===== config.mk =====
export PLATFORM = sky130hd
export DESIGN_NAME = tttr_t3_to_t2_gated_converter
export DESIGN_NICKNAME = d
export VERILOG_FILES = /design/src/t3t2_pkg.sv /design/src/t3t2_front.sv /design/src/t3t2_queue.sv /design/src/t3t2_back.sv /design/src/tttr_t3_to_t2_gated_converter.sv
export SDC_FILE = /design/constraint.sdc
export NUM_CORES = 2
export LEC_CHECK = 0
export BUFFER_PORTS_ARGS = -buffer_cell sky130_fd_sc_hd__buf_2
export CORE_ASPECT_RATIO = 1.4
export CORE_MARGIN = 10
export CORE_UTILIZATION = 65
export CTS_CLUSTER_DIAMETER = 40
export DETAILED_ROUTE_END_ITERATION = 8
export PLACE_DENSITY = 0.78
export SLEW_MARGIN = 20
export SYNTH_ARGS = -nofsm -noshare
export SYNTH_HDL_FRONTEND = slang
export SYNTH_SLANG_ARGS = --single-unit

===== constraint.sdc =====
create_clock -name i_clk -period 11.6 [get_ports i_clk]
set_input_delay 0.58 -clock i_clk [delete_from_list [all_inputs] [get_ports i_clk]]
set_output_delay 0.58 -clock i_clk [all_outputs]
set_load 0.02 [all_outputs]

===== src/t3t2_pkg.sv =====
// Shared types and constants of the T3 to T2 gated record converter.
`default_nettype none

package t3t2_pkg;

    // Field and register widths.
    localparam int SYNC_W        = 10;
    localparam int BIN_W         = 15;
    localparam int CHAN_W        = 6;
    localparam int TAG_W         = 25;
    localparam int OFF_W         = 32;
    localparam int WRAPS_W       = OFF_W - TAG_W;
    localparam int SYNC_SCALE_W  = 48;
    localparam int SYNC_LO_W     = 32;
    localparam int SYNC_HI_W     = SYNC_SCALE_W - SYNC_LO_W;
    localparam int DELAY_SCALE_W = 32;
    localparam int CFG_IDX_W     = 2;
    localparam int CFG_DATA_W    = 48;

    // Defaults for the top-level parameters.
    localparam int DEF_FRAC_BITS   = 16;
    localparam int DEF_QUEUE_DEPTH = 4;

    // Each count in a T3 overflow record stands for 2^T3_WRAP_BITS sync periods.
    localparam int T3_WRAP_BITS = 10;

    localparam logic [CHAN_W-1:0] OVF_CHAN = 6'h3F;

    // Register reset values.
    localparam logic [SYNC_SCALE_W-1:0]  SYNC_SCALE_RST  = 48'd65536;
    localparam logic [DELAY_SCALE_W-1:0] DELAY_SCALE_RST = 32'd65536;
    localparam logic [BIN_W-1:0]         GATE_LOW_RST    = 15'd0;
    localparam logic [BIN_W-1:0]         GATE_HIGH_RST   = 15'd32767;

    typedef enum logic [CFG_IDX_W-1:0] {
        CFG_SYNC_SCALE  = 2'd0,
        CFG_DELAY_SCALE = 2'd1,
        CFG_GATE_LOW    = 2'd2,
        CFG_GATE_HIGH   = 2'd3
    } t_cfg_idx;

    typedef struct packed {
        logic                  we;
        t_cfg_idx              idx;
        logic [CFG_DATA_W-1:0] data;
    } t_cfg_wr;

    // A gated photon waiting for its time to be worked out.
    typedef struct packed {
        logic [OFF_W-1:0]  stamp;
        logic [BIN_W-1:0]  delay;
        logic [CHAN_W-1:0] chan;
    } t_job;

endpackage

`default_nettype wire


===== src/t3t2_front.sv =====
// Front end: accepts T3 records, tracks the input wrap offset and applies the delay gate.
`default_nettype none

module t3t2_front (
    input  wire logic                    i_clk,
    input  wire logic                    i_rst_n,
    input  wire t3t2_pkg::t_cfg_wr       i_cfg,
    input  wire logic                    i_valid,
    input  wire logic [t3t2_pkg::SYNC_W-1:0] i_sync_count,
    input  wire logic [t3t2_pkg::BIN_W-1:0]  i_delay_bin,
    input  wire logic [t3t2_pkg::CHAN_W-1:0] i_chan,
    input  wire logic                    i_is_special,
    input  wire logic                    i_full,
    output logic                         o_push,
    output t3t2_pkg::t_job               o_job
);
    import t3t2_pkg::*;

    logic [OFF_W-1:0] r_in_off;
    logic [BIN_W-1:0] r_gate_low;
    logic [BIN_W-1:0] r_gate_high;
    logic             w_accept;
    logic             w_in_gate;
    logic             w_is_ovf;

    assign w_accept  = i_valid && !i_full;
    assign w_in_gate = (i_delay_bin >= r_gate_low) && (i_delay_bin <= r_gate_high);
    assign w_is_ovf  = i_is_special && (i_chan == OVF_CHAN);

    assign o_push      = w_accept && !i_is_special && w_in_gate;
    assign o_job.stamp = r_in_off + OFF_W'(i_sync_count);
    assign o_job.delay = i_delay_bin;
    assign o_job.chan  = i_chan;

    always_ff @(posedge i_clk) begin
        if (!i_rst_n) begin
            r_in_off    <= '0;
            r_gate_low  <= GATE_LOW_RST;
            r_gate_high <= GATE_HIGH_RST;
        end else begin
            if (w_accept && w_is_ovf) begin
                r_in_off <= r_in_off + OFF_W'({i_sync_count, T3_WRAP_BITS'(0)});
            end
            if (i_cfg.we) begin
                unique case (i_cfg.idx)
                    CFG_GATE_LOW:  r_gate_low  <= i_cfg.data[BIN_W-1:0];
                    CFG_GATE_HIGH: r_gate_high <= i_cfg.data[BIN_W-1:0];
                    default: begin
                    end
                endcase
            end
        end
    end

endmodule

`default_nettype wire


===== src/t3t2_queue.sv =====
// Short queue of gated photons between the front end and the arithmetic back end.
`default_nettype none

module t3t2_queue #(
    parameter int DEPTH = t3t2_pkg::DEF_QUEUE_DEPTH
) (
    input  wire logic           i_clk,
    input  wire logic           i_rst_n,
    input  wire logic           i_push,
    input  wire t3t2_pkg::t_job i_job,
    input  wire logic           i_pop,
    output logic                o_full,
    output logic                o_empty,
    output t3t2_pkg::t_job      o_head
);
    import t3t2_pkg::*;

    localparam int PTR_W = $clog2(DEPTH);
    localparam int CNT_W = $clog2(DEPTH + 1);

    t_job             r_mem [DEPTH];
    logic [PTR_W-1:0] r_wr_ptr;
    logic [PTR_W-1:0] r_rd_ptr;
    logic [CNT_W-1:0] r_count;
    logic             w_push;
    logic             w_pop;

    assign o_full  = (r_count == CNT_W'(DEPTH));
    assign o_empty = (r_count == '0);
    assign o_head  = r_mem[r_rd_ptr];
    assign w_push  = i_push && !o_full;
    assign w_pop   = i_pop && !o_empty;

    always_ff @(posedge i_clk) begin
        if (w_push) begin
            r_mem[r_wr_ptr] <= i_job;
        end
    end

    always_ff @(posedge i_clk) begin
        if (!i_rst_n) begin
            r_wr_ptr <= '0;
            r_rd_ptr <= '0;
            r_count  <= '0;
        end else begin
            if (w_push) begin
                r_wr_ptr <= (r_wr_ptr == PTR_W'(DEPTH - 1)) ? '0 : r_wr_ptr + 1'b1;
            end
            if (w_pop) begin
                r_rd_ptr <= (r_rd_ptr == PTR_W'(DEPTH - 1)) ? '0 : r_rd_ptr + 1'b1;
            end
            if (w_push && !w_pop) begin
                r_count <= r_count + 1'b1;
            end else if (w_pop && !w_push) begin
                r_count <= r_count - 1'b1;
            end
        end
    end

endmodule

`default_nettype wire


===== src/t3t2_back.sv =====
// Back end: scales the photon time, tracks the output wrap offset and emits T2 records.
`default_nettype none

module t3t2_back #(
    parameter int FRAC_BITS = t3t2_pkg::DEF_FRAC_BITS
) (
    input  wire logic                       i_clk,
    input  wire logic                       i_rst_n,
    input  wire t3t2_pkg::t_cfg_wr          i_cfg,
    input  wire logic                       i_empty,
    input  wire t3t2_pkg::t_job             i_head,
    output logic                            o_pop,
    output logic                            o_valid,
    input  wire logic                       i_stall,
    output logic                            o_out_special,
    output logic [t3t2_pkg::CHAN_W-1:0]     o_out_chan,
    output logic [t3t2_pkg::TAG_W-1:0]      o_time_tag,
    output logic                            o_last_of_run
);
    import t3t2_pkg::*;

    // Only the bits up to the top of the 32-bit time field are ever needed.
    localparam int SUM_W  = FRAC_BITS + OFF_W;
    localparam int PLO_W  = OFF_W + SYNC_LO_W;
    localparam int PHI_W  = OFF_W + SYNC_HI_W;
    localparam int PD_W   = BIN_W + DELAY_SCALE_W;

    logic [SYNC_SCALE_W-1:0]  r_sync_scale;
    logic [DELAY_SCALE_W-1:0] r_delay_scale;

    // Stage 1: partial products.
    logic                 r_s1_valid;
    logic [PLO_W-1:0]     r_s1_p0;
    logic [FRAC_BITS-1:0] r_s1_p1;
    logic [PD_W-1:0]      r_s1_pd;
    logic [CHAN_W-1:0]    r_s1_chan;
    // Stage 2: low sum.
    logic                 r_s2_valid;
    logic [SUM_W-1:0]     r_s2_lo;
    logic [FRAC_BITS-1:0] r_s2_p1;
    logic [CHAN_W-1:0]    r_s2_chan;
    // Stage 3: absolute time, waiting to be emitted.
    logic                 r_s3_valid;
    logic [OFF_W-1:0]     r_s3_t;
    logic [CHAN_W-1:0]    r_s3_chan;

    logic [OFF_W-1:0]     r_out_off;
    logic                 r_o_valid;
    logic                 r_o_special;
    logic [CHAN_W-1:0]    r_o_chan;
    logic [TAG_W-1:0]     r_o_tag;
    logic                 r_o_last;

    logic [PLO_W-1:0]     w_p0;
    logic [PHI_W-1:0]     w_p1;
    logic [PD_W-1:0]      w_pd;
    logic [SUM_W-1:0]     w_full;
    logic [OFF_W-1:0]     w_delta;
    logic [WRAPS_W-1:0]   w_wraps;
    logic                 w_ovf;
    logic                 w_out_ready;
    logic                 w_emit;
    logic                 w_adv;
    logic [OFF_W-1:0]     n_out_off;

    assign w_p0 = PLO_W'(i_head.stamp) * PLO_W'(r_sync_scale[SYNC_LO_W-1:0]);
    assign w_p1 = PHI_W'(i_head.stamp) * PHI_W'(r_sync_scale[SYNC_SCALE_W-1:SYNC_LO_W]);
    assign w_pd = PD_W'(i_head.delay) * PD_W'(r_delay_scale);

    assign w_full = r_s2_lo + {r_s2_p1, OFF_W'(0)};

    // A time far past the output offset first sends an overflow record; the
    // offset then moves up and the same photon is looked at again next cycle.
    assign w_delta     = r_s3_t - r_out_off;
    assign w_wraps     = w_delta[OFF_W-1:TAG_W];
    assign w_ovf       = (w_wraps != '0);
    assign w_out_ready = !r_o_valid || !i_stall;
    assign w_emit      = r_s3_valid && w_out_ready;
    assign w_adv       = !r_s3_valid || (w_emit && !w_ovf);
    assign n_out_off   = r_out_off + {w_wraps, TAG_W'(0)};

    assign o_pop         = w_adv && !i_empty;
    assign o_valid       = r_o_valid;
    assign o_out_special = r_o_special;
    assign o_out_chan    = r_o_chan;
    assign o_time_tag    = r_o_tag;
    assign o_last_of_run = r_o_last;

    // Datapath registers.
    always_ff @(posedge i_clk) begin
        if (w_adv) begin
            r_s1_p0   <= w_p0;
            r_s1_p1   <= w_p1[FRAC_BITS-1:0];
            r_s1_pd   <= w_pd;
            r_s1_chan <= i_head.chan;
            r_s2_lo   <= SUM_W'(r_s1_p0) + SUM_W'(r_s1_pd);
            r_s2_p1   <= r_s1_p1;
            r_s2_chan <= r_s1_chan;
            r_s3_t    <= w_full[SUM_W-1:FRAC_BITS];
            r_s3_chan <= r_s2_chan;
        end
        if (w_emit) begin
            if (w_ovf) begin
                r_o_special <= 1'b1;
                r_o_chan    <= OVF_CHAN;
                r_o_tag     <= TAG_W'(w_wraps);
                r_o_last    <= 1'b0;
            end else begin
                r_o_special <= 1'b0;
                r_o_chan    <= r_s3_chan;
                r_o_tag     <= w_delta[TAG_W-1:0];
                r_o_last    <= 1'b1;
            end
        end
    end

    // Control state and configuration.
    always_ff @(posedge i_clk) begin
        if (!i_rst_n) begin
            r_sync_scale  <= SYNC_SCALE_RST;
            r_delay_scale <= DELAY_SCALE_RST;
            r_s1_valid    <= 1'b0;
            r_s2_valid    <= 1'b0;
            r_s3_valid    <= 1'b0;
            r_out_off     <= '0;
            r_o_valid     <= 1'b0;
        end else begin
            if (w_adv) begin
                r_s1_valid <= !i_empty;
                r_s2_valid <= r_s1_valid;
                r_s3_valid <= r_s2_valid;
            end
            if (w_emit) begin
                r_o_valid <= 1'b1;
                if (w_ovf) begin
                    r_out_off <= n_out_off;
                end
            end else if (!i_stall) begin
                r_o_valid <= 1'b0;
            end
            if (i_cfg.we) begin
                unique case (i_cfg.idx)
                    CFG_SYNC_SCALE:  r_sync_scale  <= i_cfg.data[SYNC_SCALE_W-1:0];
                    CFG_DELAY_SCALE: r_delay_scale <= i_cfg.data[DELAY_SCALE_W-1:0];
                    default: begin
                    end
                endcase
            end
        end
    end

endmodule

`default_nettype wire


===== src/tttr_t3_to_t2_gated_converter.sv =====
// Top level of the T3 to T2 gated record converter.
// Takes one T3 record per cycle while o_stall is low and turns gated photons
// into T2 records; an overflow record is put out ahead of a photon whenever
// the time since the output offset reaches 2^25. Markers, other special
// records and photons outside the delay gate give no output. The sustained
// rate is one record per cycle while i_stall is low; a photon that needs a T2
// overflow record holds the output stage while that record goes out. A
// photon passes through the queue and then the multiply and add pipeline
// before it reaches the output. A queue of QUEUE_DEPTH entries lets the input
// keep flowing while the output is stalled, until it fills. Configuration must be
// written only while the block holds no work.
`default_nettype none

module tttr_t3_to_t2_gated_converter #(
    parameter int FRAC_BITS   = t3t2_pkg::DEF_FRAC_BITS,
    parameter int QUEUE_DEPTH = t3t2_pkg::DEF_QUEUE_DEPTH
) (
    input  wire logic                              i_clk,
    input  wire logic                              i_rst_n,
    input  wire logic                              i_cfg_we,
    input  wire logic [t3t2_pkg::CFG_IDX_W-1:0]    i_cfg_idx,
    input  wire logic [t3t2_pkg::CFG_DATA_W-1:0]   i_cfg_data,
    input  wire logic                              i_valid,
    output logic                                   o_stall,
    input  wire logic [t3t2_pkg::SYNC_W-1:0]       i_sync_count,
    input  wire logic [t3t2_pkg::BIN_W-1:0]        i_delay_bin,
    input  wire logic [t3t2_pkg::CHAN_W-1:0]       i_chan,
    input  wire logic                              i_is_special,
    output logic                                   o_valid,
    input  wire logic                              i_stall,
    output logic                                   o_out_special,
    output logic [t3t2_pkg::CHAN_W-1:0]            o_out_chan,
    output logic [t3t2_pkg::TAG_W-1:0]             o_time_tag,
    output logic                                   o_last_of_run
);
    import t3t2_pkg::*;

    t_cfg_wr w_cfg;
    logic    w_push;
    t_job    w_job;
    logic    w_pop;
    logic    w_full;
    logic    w_empty;
    t_job    w_head;

    assign w_cfg.we   = i_cfg_we;
    assign w_cfg.idx  = t_cfg_idx'(i_cfg_idx);
    assign w_cfg.data = i_cfg_data;
    assign o_stall    = w_full;

    t3t2_front u_front (
        .i_clk        (i_clk),
        .i_rst_n      (i_rst_n),
        .i_cfg        (w_cfg),
        .i_valid      (i_valid),
        .i_sync_count (i_sync_count),
        .i_delay_bin  (i_delay_bin),
        .i_chan       (i_chan),
        .i_is_special (i_is_special),
        .i_full       (w_full),
        .o_push       (w_push),
        .o_job        (w_job)
    );

    t3t2_queue #(
        .DEPTH (QUEUE_DEPTH)
    ) u_queue (
        .i_clk   (i_clk),
        .i_rst_n (i_rst_n),
        .i_push  (w_push),
        .i_job   (w_job),
        .i_pop   (w_pop),
        .o_full  (w_full),
        .o_empty (w_empty),
        .o_head  (w_head)
    );

    t3t2_back #(
        .FRAC_BITS (FRAC_BITS)
    ) u_back (
        .i_clk         (i_clk),
        .i_rst_n       (i_rst_n),
        .i_cfg         (w_cfg),
        .i_empty       (w_empty),
        .i_head        (w_head),
        .o_pop         (w_pop),
        .o_valid       (o_valid),
        .i_stall       (i_stall),
        .o_out_special (o_out_special),
        .o_out_chan    (o_out_chan),
        .o_time_tag    (o_time_tag),
        .o_last_of_run (o_last_of_run)
    );

endmodule

`default_nettype wire


---- After elaboration in Yosys (flattened, before gate mapping) ----
Memories as Yosys holds them, arrays and structs flattened. A register that Yosys moved wholly into a read port is not among the register bits.
Cells that the tools add are included.
cells by class
  add/subtract/negate cells ............... 10
  multipliers ............................. 3
  $lt $le $gt $ge ......................... 2
  equality and inequality tests ........... 8
  multiplexer cells ....................... 13
  reductions and logical operators ........ 33
operators with widths
  operator                                                        number
  48-bit by 47-bit adder with 48-bit output                       1
  48-bit adder                                                    1
  32-bit by 32-bit multiplier with 48-bit output                  1
  15-bit by 32-bit multiplier with 47-bit output                  1
  32-bit by 10-bit adder with 32-bit output                       1
  32-bit by 20-bit adder with 32-bit output                       1
  32-bit adder                                                    1
  32-bit by 16-bit multiplier with 16-bit output                  1
  32-bit subtractor                                               1
  15-bit greater-or-equal comparator                              1
  15-bit less-or-equal comparator                                 1
  1-bit logical AND                                               13
  2-bit AND reduction                                             5
  1-bit zero test                                                 9
  2-bit == test (second input constant)                           4
  2-bit 2-to-1 mux                                                4
  7-bit 2-to-1 mux                                                1
  7-bit nonzero test                                              1
  6-bit == test (second input constant)                           1
  1-bit 2-to-1 mux                                                6
  3-bit 2-to-1 mux                                                2
  2-bit by 1-bit adder with 2-bit output (second input constant)  2
  3-bit by 1-bit adder with 3-bit output (second input constant)  1
  3-bit == test (second input constant)                           1
  other kinds (7)                                                 8
storage, ports and cells
  register bits after elaboration ......... 443
  bits in writable memories ............... 212
  output and inout bits ................... 35
  memories kept ........................... 1
memories
  memory         depth  width  read ports  clocked after memory_dff  wr ports  RTL line          source
  u_queue.r_mem  4      53     1           1                         1         t3t2_queue.sv:21  t_job r_mem [DEPTH];

---- Longest topological paths before layout ----
  depth after elaboration ................. 10
  gate-level depth with buffers ........... 34

---- By module ----
Synthesis repeated with hierarchy kept, for this count alone.
unflattened totals
  cells, all modules ...................... 7029
  area total of the unflattened synthesis .. 71780.1 um2
by module, submodules not included
  module      times used  cells each  area each (um2)  seq. area each (um2)
  t3t2_back   1           6279        60239.0          9088.7
  t3t2_queue  1           328         8191.6           6546.3
  t3t2_front  1           422         3349.5           1041.0

---- Worst setup path before layout ----
Ideal clock, no wire load.
  kind .................................... flip-flop to flip-flop
  start point ............................. register u_back.r_s3_t[25]
  end point ............................... register u_queue.r_count[2]
  setup time .............................. 0.076 ns
  arrival time ............................ 8.754 ns
  data required time ...................... 11.524 ns
  setup slack ............................. 2.771 ns
  cell stages (with the launch flop) ...... 20
  buffers on the path ..................... 0
  path through ............................ edfxtp_1 inv_1 ha_1 fa_1 nor2b_1 o21ai_0 a21boi_0 nor2_1 or3_1 a2111oi_2 nand2_1 and2_1 inv_1 o31ai_1 ha_1 inv_1 fa_1 xor2_1 or3_1 a21boi_0
between the ends
  word-level cells in the longest chain between the ends .. 10
RTL lines
  item                                                    RTL line          source
  from (decl)                                             t3t2_back.sv:44   logic [OFF_W-1:0] r_s3_t;
  from (signal assigned)                                  t3t2_back.sv:99   r_s3_t <= w_full[SUM_W-1:FRAC_BITS];
  32-bit subtractor (*)                                   t3t2_back.sv:74   assign w_delta = r_s3_t - r_out_off;
  7-bit nonzero test (*)                                  t3t2_back.sv:76   assign w_ovf = (w_wraps != '0);
  1-bit zero test (*)                                     t3t2_back.sv:79   assign w_adv = !r_s3_valid || (w_emit && !w_ovf);
  1-bit logical AND (*)                                   t3t2_back.sv:79
  1-bit logical OR (*)                                    t3t2_back.sv:79
  1-bit logical AND (*)                                   t3t2_back.sv:82   assign o_pop = w_adv && !i_empty;
  1-bit logical AND (*)                                   t3t2_queue.sv:32  assign w_pop = i_pop && !o_empty;
  1-bit zero test                                         t3t2_queue.sv:52  if (w_push && !w_pop) begin
  1-bit logical AND                                       t3t2_queue.sv:52
  3-bit 2-to-1 mux or 2-bit nonzero test (tied branches)  n/a
  to (signal assigned)                                    t3t2_queue.sv:53  r_count <= r_count + 1'b1;
  to (signal assigned)                                    t3t2_queue.sv:55  r_count <= r_count - 1'b1;
  to (decl)                                               t3t2_queue.sv:24  logic [CNT_W-1:0] r_count;
Mark *: on every way between the ends. The rest lies on a longest branch, timed or not.
A chain may end at the register's enable or synchronous reset.

==> summary.md <==
| Metric | Value |
|---|---|
| Via-per-instance ratio | `5.91` |
| Synthesized cell area | `a little over 0.07 mm^2` |
| Leakage Power | `around 35 nW` |
| Worst Hold Path Cells | `1` |
| Max cap viols | `0` |
| Post-synthesis instance total | `between 7,000 and 8,000` |
| Sum of overflow across all layers after global routing | `0` |
| Crit path setup slack, layout | `roughly 1.7 ns` |
| Antenna violations before repair | `7` |
| Type of origin of the critical path | `flop` |
| Critical path cell sequence | `mux4_2 -> buf_4 -> and2_1 -> fa_1 -> fa_1 -> inv_1 -> fa_1 -> fa_1 -> inv_1 -> fa_1 -> fa_1 -> fa_1 -> fa_1 -> ha_1 -> nand3_1 -> nor2_1 -> nand2_1 -> a211oi_1 -> or4b_4 -> a211o_1 -> a41oi_2 -> o21bai_1 -> a21oi_2 -> xnor2_1` |
| Power density over cell area | `about 210 mW/mm^2` |
| Rel. slew slack | `14.4%` |
| Slowest stage delay, CP | `roughly 0.99 ns` |
| Die Y-Extent | `412 um` |
| Number of port buffers | `approximately 120` |
| Final cycle utilization of the critical path | `between 80 and 90%` |
| Synthesized Nets | `about 8,800` |
| Maximum fanout encountered on the critical timing path | `32` |
| Synth Flop Type | `edfxtp_1` |
| Proportion of register bits with asynchronous set or reset after synthesis | `0%` |
| Filler cell count in the final layout | `8,124` |
| Total core area | `0.109 mm^2` |
| Post-synthesis cell type count | `73` |
| Share of synthesized area occupied by flip-flops and latches | `23.3%` |
| DP Wirelength | `about 150,000 um` |
| Number of top-level pins | `between 100 and 150` |
| Worst hold slack across all endpoints | `~0.15 ns` |
| Critical Path Sink Type | `flop` |
| Largest net degree at the start of global routing | `between 80 and 90` |
| Placement-stage worst setup slack | `between 1.5 and 2 ns` |
| Global-route wire length before repair | `between 300,000 and 400,000 um` |
| Worst IR drop on VDD | `approximately 160 uV` |
| Post-detailed-route wirelength per cell | `22.7 um` |
| Post-CTS Repair Setup Buffers | `0` |
| Most common cell on crit path | `fa_1` |
| Transition time at the pin with the least slew margin | `1.28 ns` |
| CTS Buf Count | `74` |
| Levels on crit path | `24` |
| Cell chosen for the clock root | `clkbuf_16` |
| Worst Skew | `0.0258 ns` |
| Crit path time final | `between 9 and 10 ns` |
| Worst-case reg-to-reg path depth | `24` |
| Worst hold path type | `input port to flop` |
| Iter 0 DRT Violations | `about 3,600` |
| Pins Over Slew Limit | `0` |
| Synthesis-stage register bit count | `a little over 600` |
| Mean post-synth cell area | `~10 um^2` |
| Power consumption | `around 16 mW` |
| Total global-route track usage | `a little under a third` |
| RSZ-0062 raised after global routing | `no` |
| Bufs and invs on worst path | `3` |
| Maximum clock frequency | `approximately 100 MHz` |
| Clock edge transition at the registers on the reported setup and hold paths | `about 0.06 ns` |
| Total count of hold-check failures in the final report | `0` |
| Layout Area Growth over Synthesis | `5.98%` |
| Weighted congestion reported at the end of routability-driven placement | `0.943` |
| Clock Latency Late Sink | `0.67 ns` |
| Number of synthesized flops with an enable pin | `454` |
| CTS Hold Bufs | `0` |
| Setup TNS after final layout | `0 ns` |
| Synth warnings | `0` |
| Cell class contributing the biggest share of worst-path delay | `adder cells` |
| Number of global-route vias before repair | `about 55,000` |
| Vias | `between 40,000 and 50,000` |
| Routed Antenna Nets | `0` |
| Final wirelength | `192,000 um` |
| Horizontal extent of the die | `300 um` |
| Clock tree from TritonCTS | `yes` |
| Remaining DRCs | `0` |
| Data arrival time of the worst path | `between 10 and 15 ns` |
| Worst-case clock buffer depth | `3` |
| Endpoints failing setup | `0` |
| Starting density of the core | `between 60% and 70%` |
| PostCTS Resize Cnt | `0` |
| H-tree lvl count | `3` |
| Clock sink total | `606` |
| Final nets | `8,743` |
| Floorplan die area | `~0.12 mm^2` |
| Cell with the largest stage delay on the worst path | `mux4_2` |
| Critical Setup Path Class | `flop to flop` |
| WP data required | `12.00 ns` |
| Site Rows | `approximately 140` |
| Share of layout cells above drive strength 1 | `around 5.7%` |
| Count of TritonRoute iterations in the first routing pass | `6` |
| Run status | `complete, no violations` |
==> cell usage after synthesis, types with 4 or more instances <==
library cell,instances,area (um^2)
dfxtp_1,152,3040
o21bai_1,22,165
nor2b_1,37,231
a31o_2,4,35.0
edfxtp_1,454,13600
nor2_1,93,349
o2bb2ai_1,4,35.0
mux4_2,53,1190
clkbuf_1,323,1210
a21oi_1,135,676
o21a_1,31,233
nand3_1,42,210
nand4_1,25,156
or3_1,10,62.6
xor2_1,63,552
fa_1,1252,25100
o21ai_0,73,365
buf_1,6,22.5
and2_1,797,4990
o31ai_1,5,37.5
a21o_1,68,510
and4_1,4,35.0
o41ai_1,5,43.8
o2111ai_1,4,35.0
xnor2_1,156,1370
o211ai_1,23,173
buf_2,7,35.0
inv_1,1354,5080
or2_2,4,25.0
and3_1,17,106
mux2i_1,18,180
nor3b_1,6,45.0
nand2b_1,27,169
ha_1,454,5680
a211o_1,6,52.6
a21boi_0,104,781
a31oi_1,16,100
nor3_1,27,135
a221oi_1,5,43.8
a211oi_1,16,120
nor4_1,5,31.3
nand2_1,1062,3990
==> layer usage <==
layer	up-vias	global-route usage, %	share of wire (%)
li1	21400	-	-
met1	25400	33.8	33
met2	2311	56.3	51
met3	912	6.15	7.8
met4	6	23.5	8.7
met5	-	0	0.020
==> power breakdown <==
part / leakage [nW] / switching (mW) / internal (mW)
Sequential: 5.83 / 0.268 / 3.16
Clock: 1.21 / 1.00 / 1.36
Combinational: 27.6 / 6.54 / 3.58
Total: 34.6 / 7.81 / 8.10
==> layout by cell type (no fill, tap or decap), types with 75 or more instances in the layout <==
master	netlist	final
a21boi_0	104	104
dfxtp_1	152	142
edfxtp_1	454	454
nor2_1	93	92
clkbuf_16	0	75
and2_1	797	793
buf_2	7	120
a21oi_1	135	135
xnor2_1	156	156
inv_1	1354	1352
nand2_1	1062	1062
fa_1	1252	1252
ha_1	454	454
==> cells by family after synthesis <==
kind of cell	synth area share, %
simple gates	14.9
fa+ha+maj	43.0
compound gates	5.27
buf+inv	8.89
flops	23.3
mux	1.92
xor+xnor	2.68
==> registers in the layout (all words and copies together) (netlist names), 3 cells and up, named ones only <==
| register | count |
|---|---|
| u_back.r_sync_scale | 48 |
| u_back.r_s2_chan | 6 |
| u_back.r_s3_t | 32 |
| u_back.r_s1_p1 | 16 |
| u_back.r_out_off | 7 |
| u_back.r_s1_pd | 47 |
| u_front.r_gate_low | 15 |
| u_back.r_s3_chan | 6 |
| u_back.r_s1_chan | 6 |
| u_back.o_time_tag | 25 |
| u_back.r_s1_p0 | 48 |
| u_front.r_in_off | 22 |
| u_back.r_s2_lo | 32 |
| u_queue.r_count | 3 |
| u_back.o_out_chan | 6 |
| u_back.r_s2_p1 | 16 |
| u_queue.r_mem | 212 |
| u_back.r_delay_scale | 32 |
| u_front.r_gate_high | 15 |
==> through the flow <==
step / cells / util (%) / area [um^2]
floorplan: 7019 / - / 71500
finish: 8463 / 69.6 / 75700
global placement: 8324 / 67.3 / 73200
global route: 8460 / 69.6 / 75700
CTS: 8460 / 69.6 / 75700
detailed placement: 8324 / 67.3 / 73200
==> worst paths after layout <==
kind / from / to / slack, ns
max: flop / u_back.r_s1_p0[43] / 1.68
min: i_chan[1] / u_queue.r_mem[1][1] / 0.15
min reg2reg: u_back.r_s2_lo[31] / u_back.r_s3_t[15] / 0.42
max reg2reg: flop / u_back.r_s1_p0[43] / 1.68
==> cell type report <==
cell class	count	area (um^2)	share of cell area [%]
antenna	3	7.51	0.00991
clock buffer	83	1920	2.53
clock inverter	53	619	0.818
inverter	1354	5090	6.72
multi-input combinational	4723	48500	64.0
sequential	606	16700	22.0
tap	1450	1810	2.40
timing repair buffer	191	1130	1.50
No activity file was read; power rests on OpenSTA's default activity.
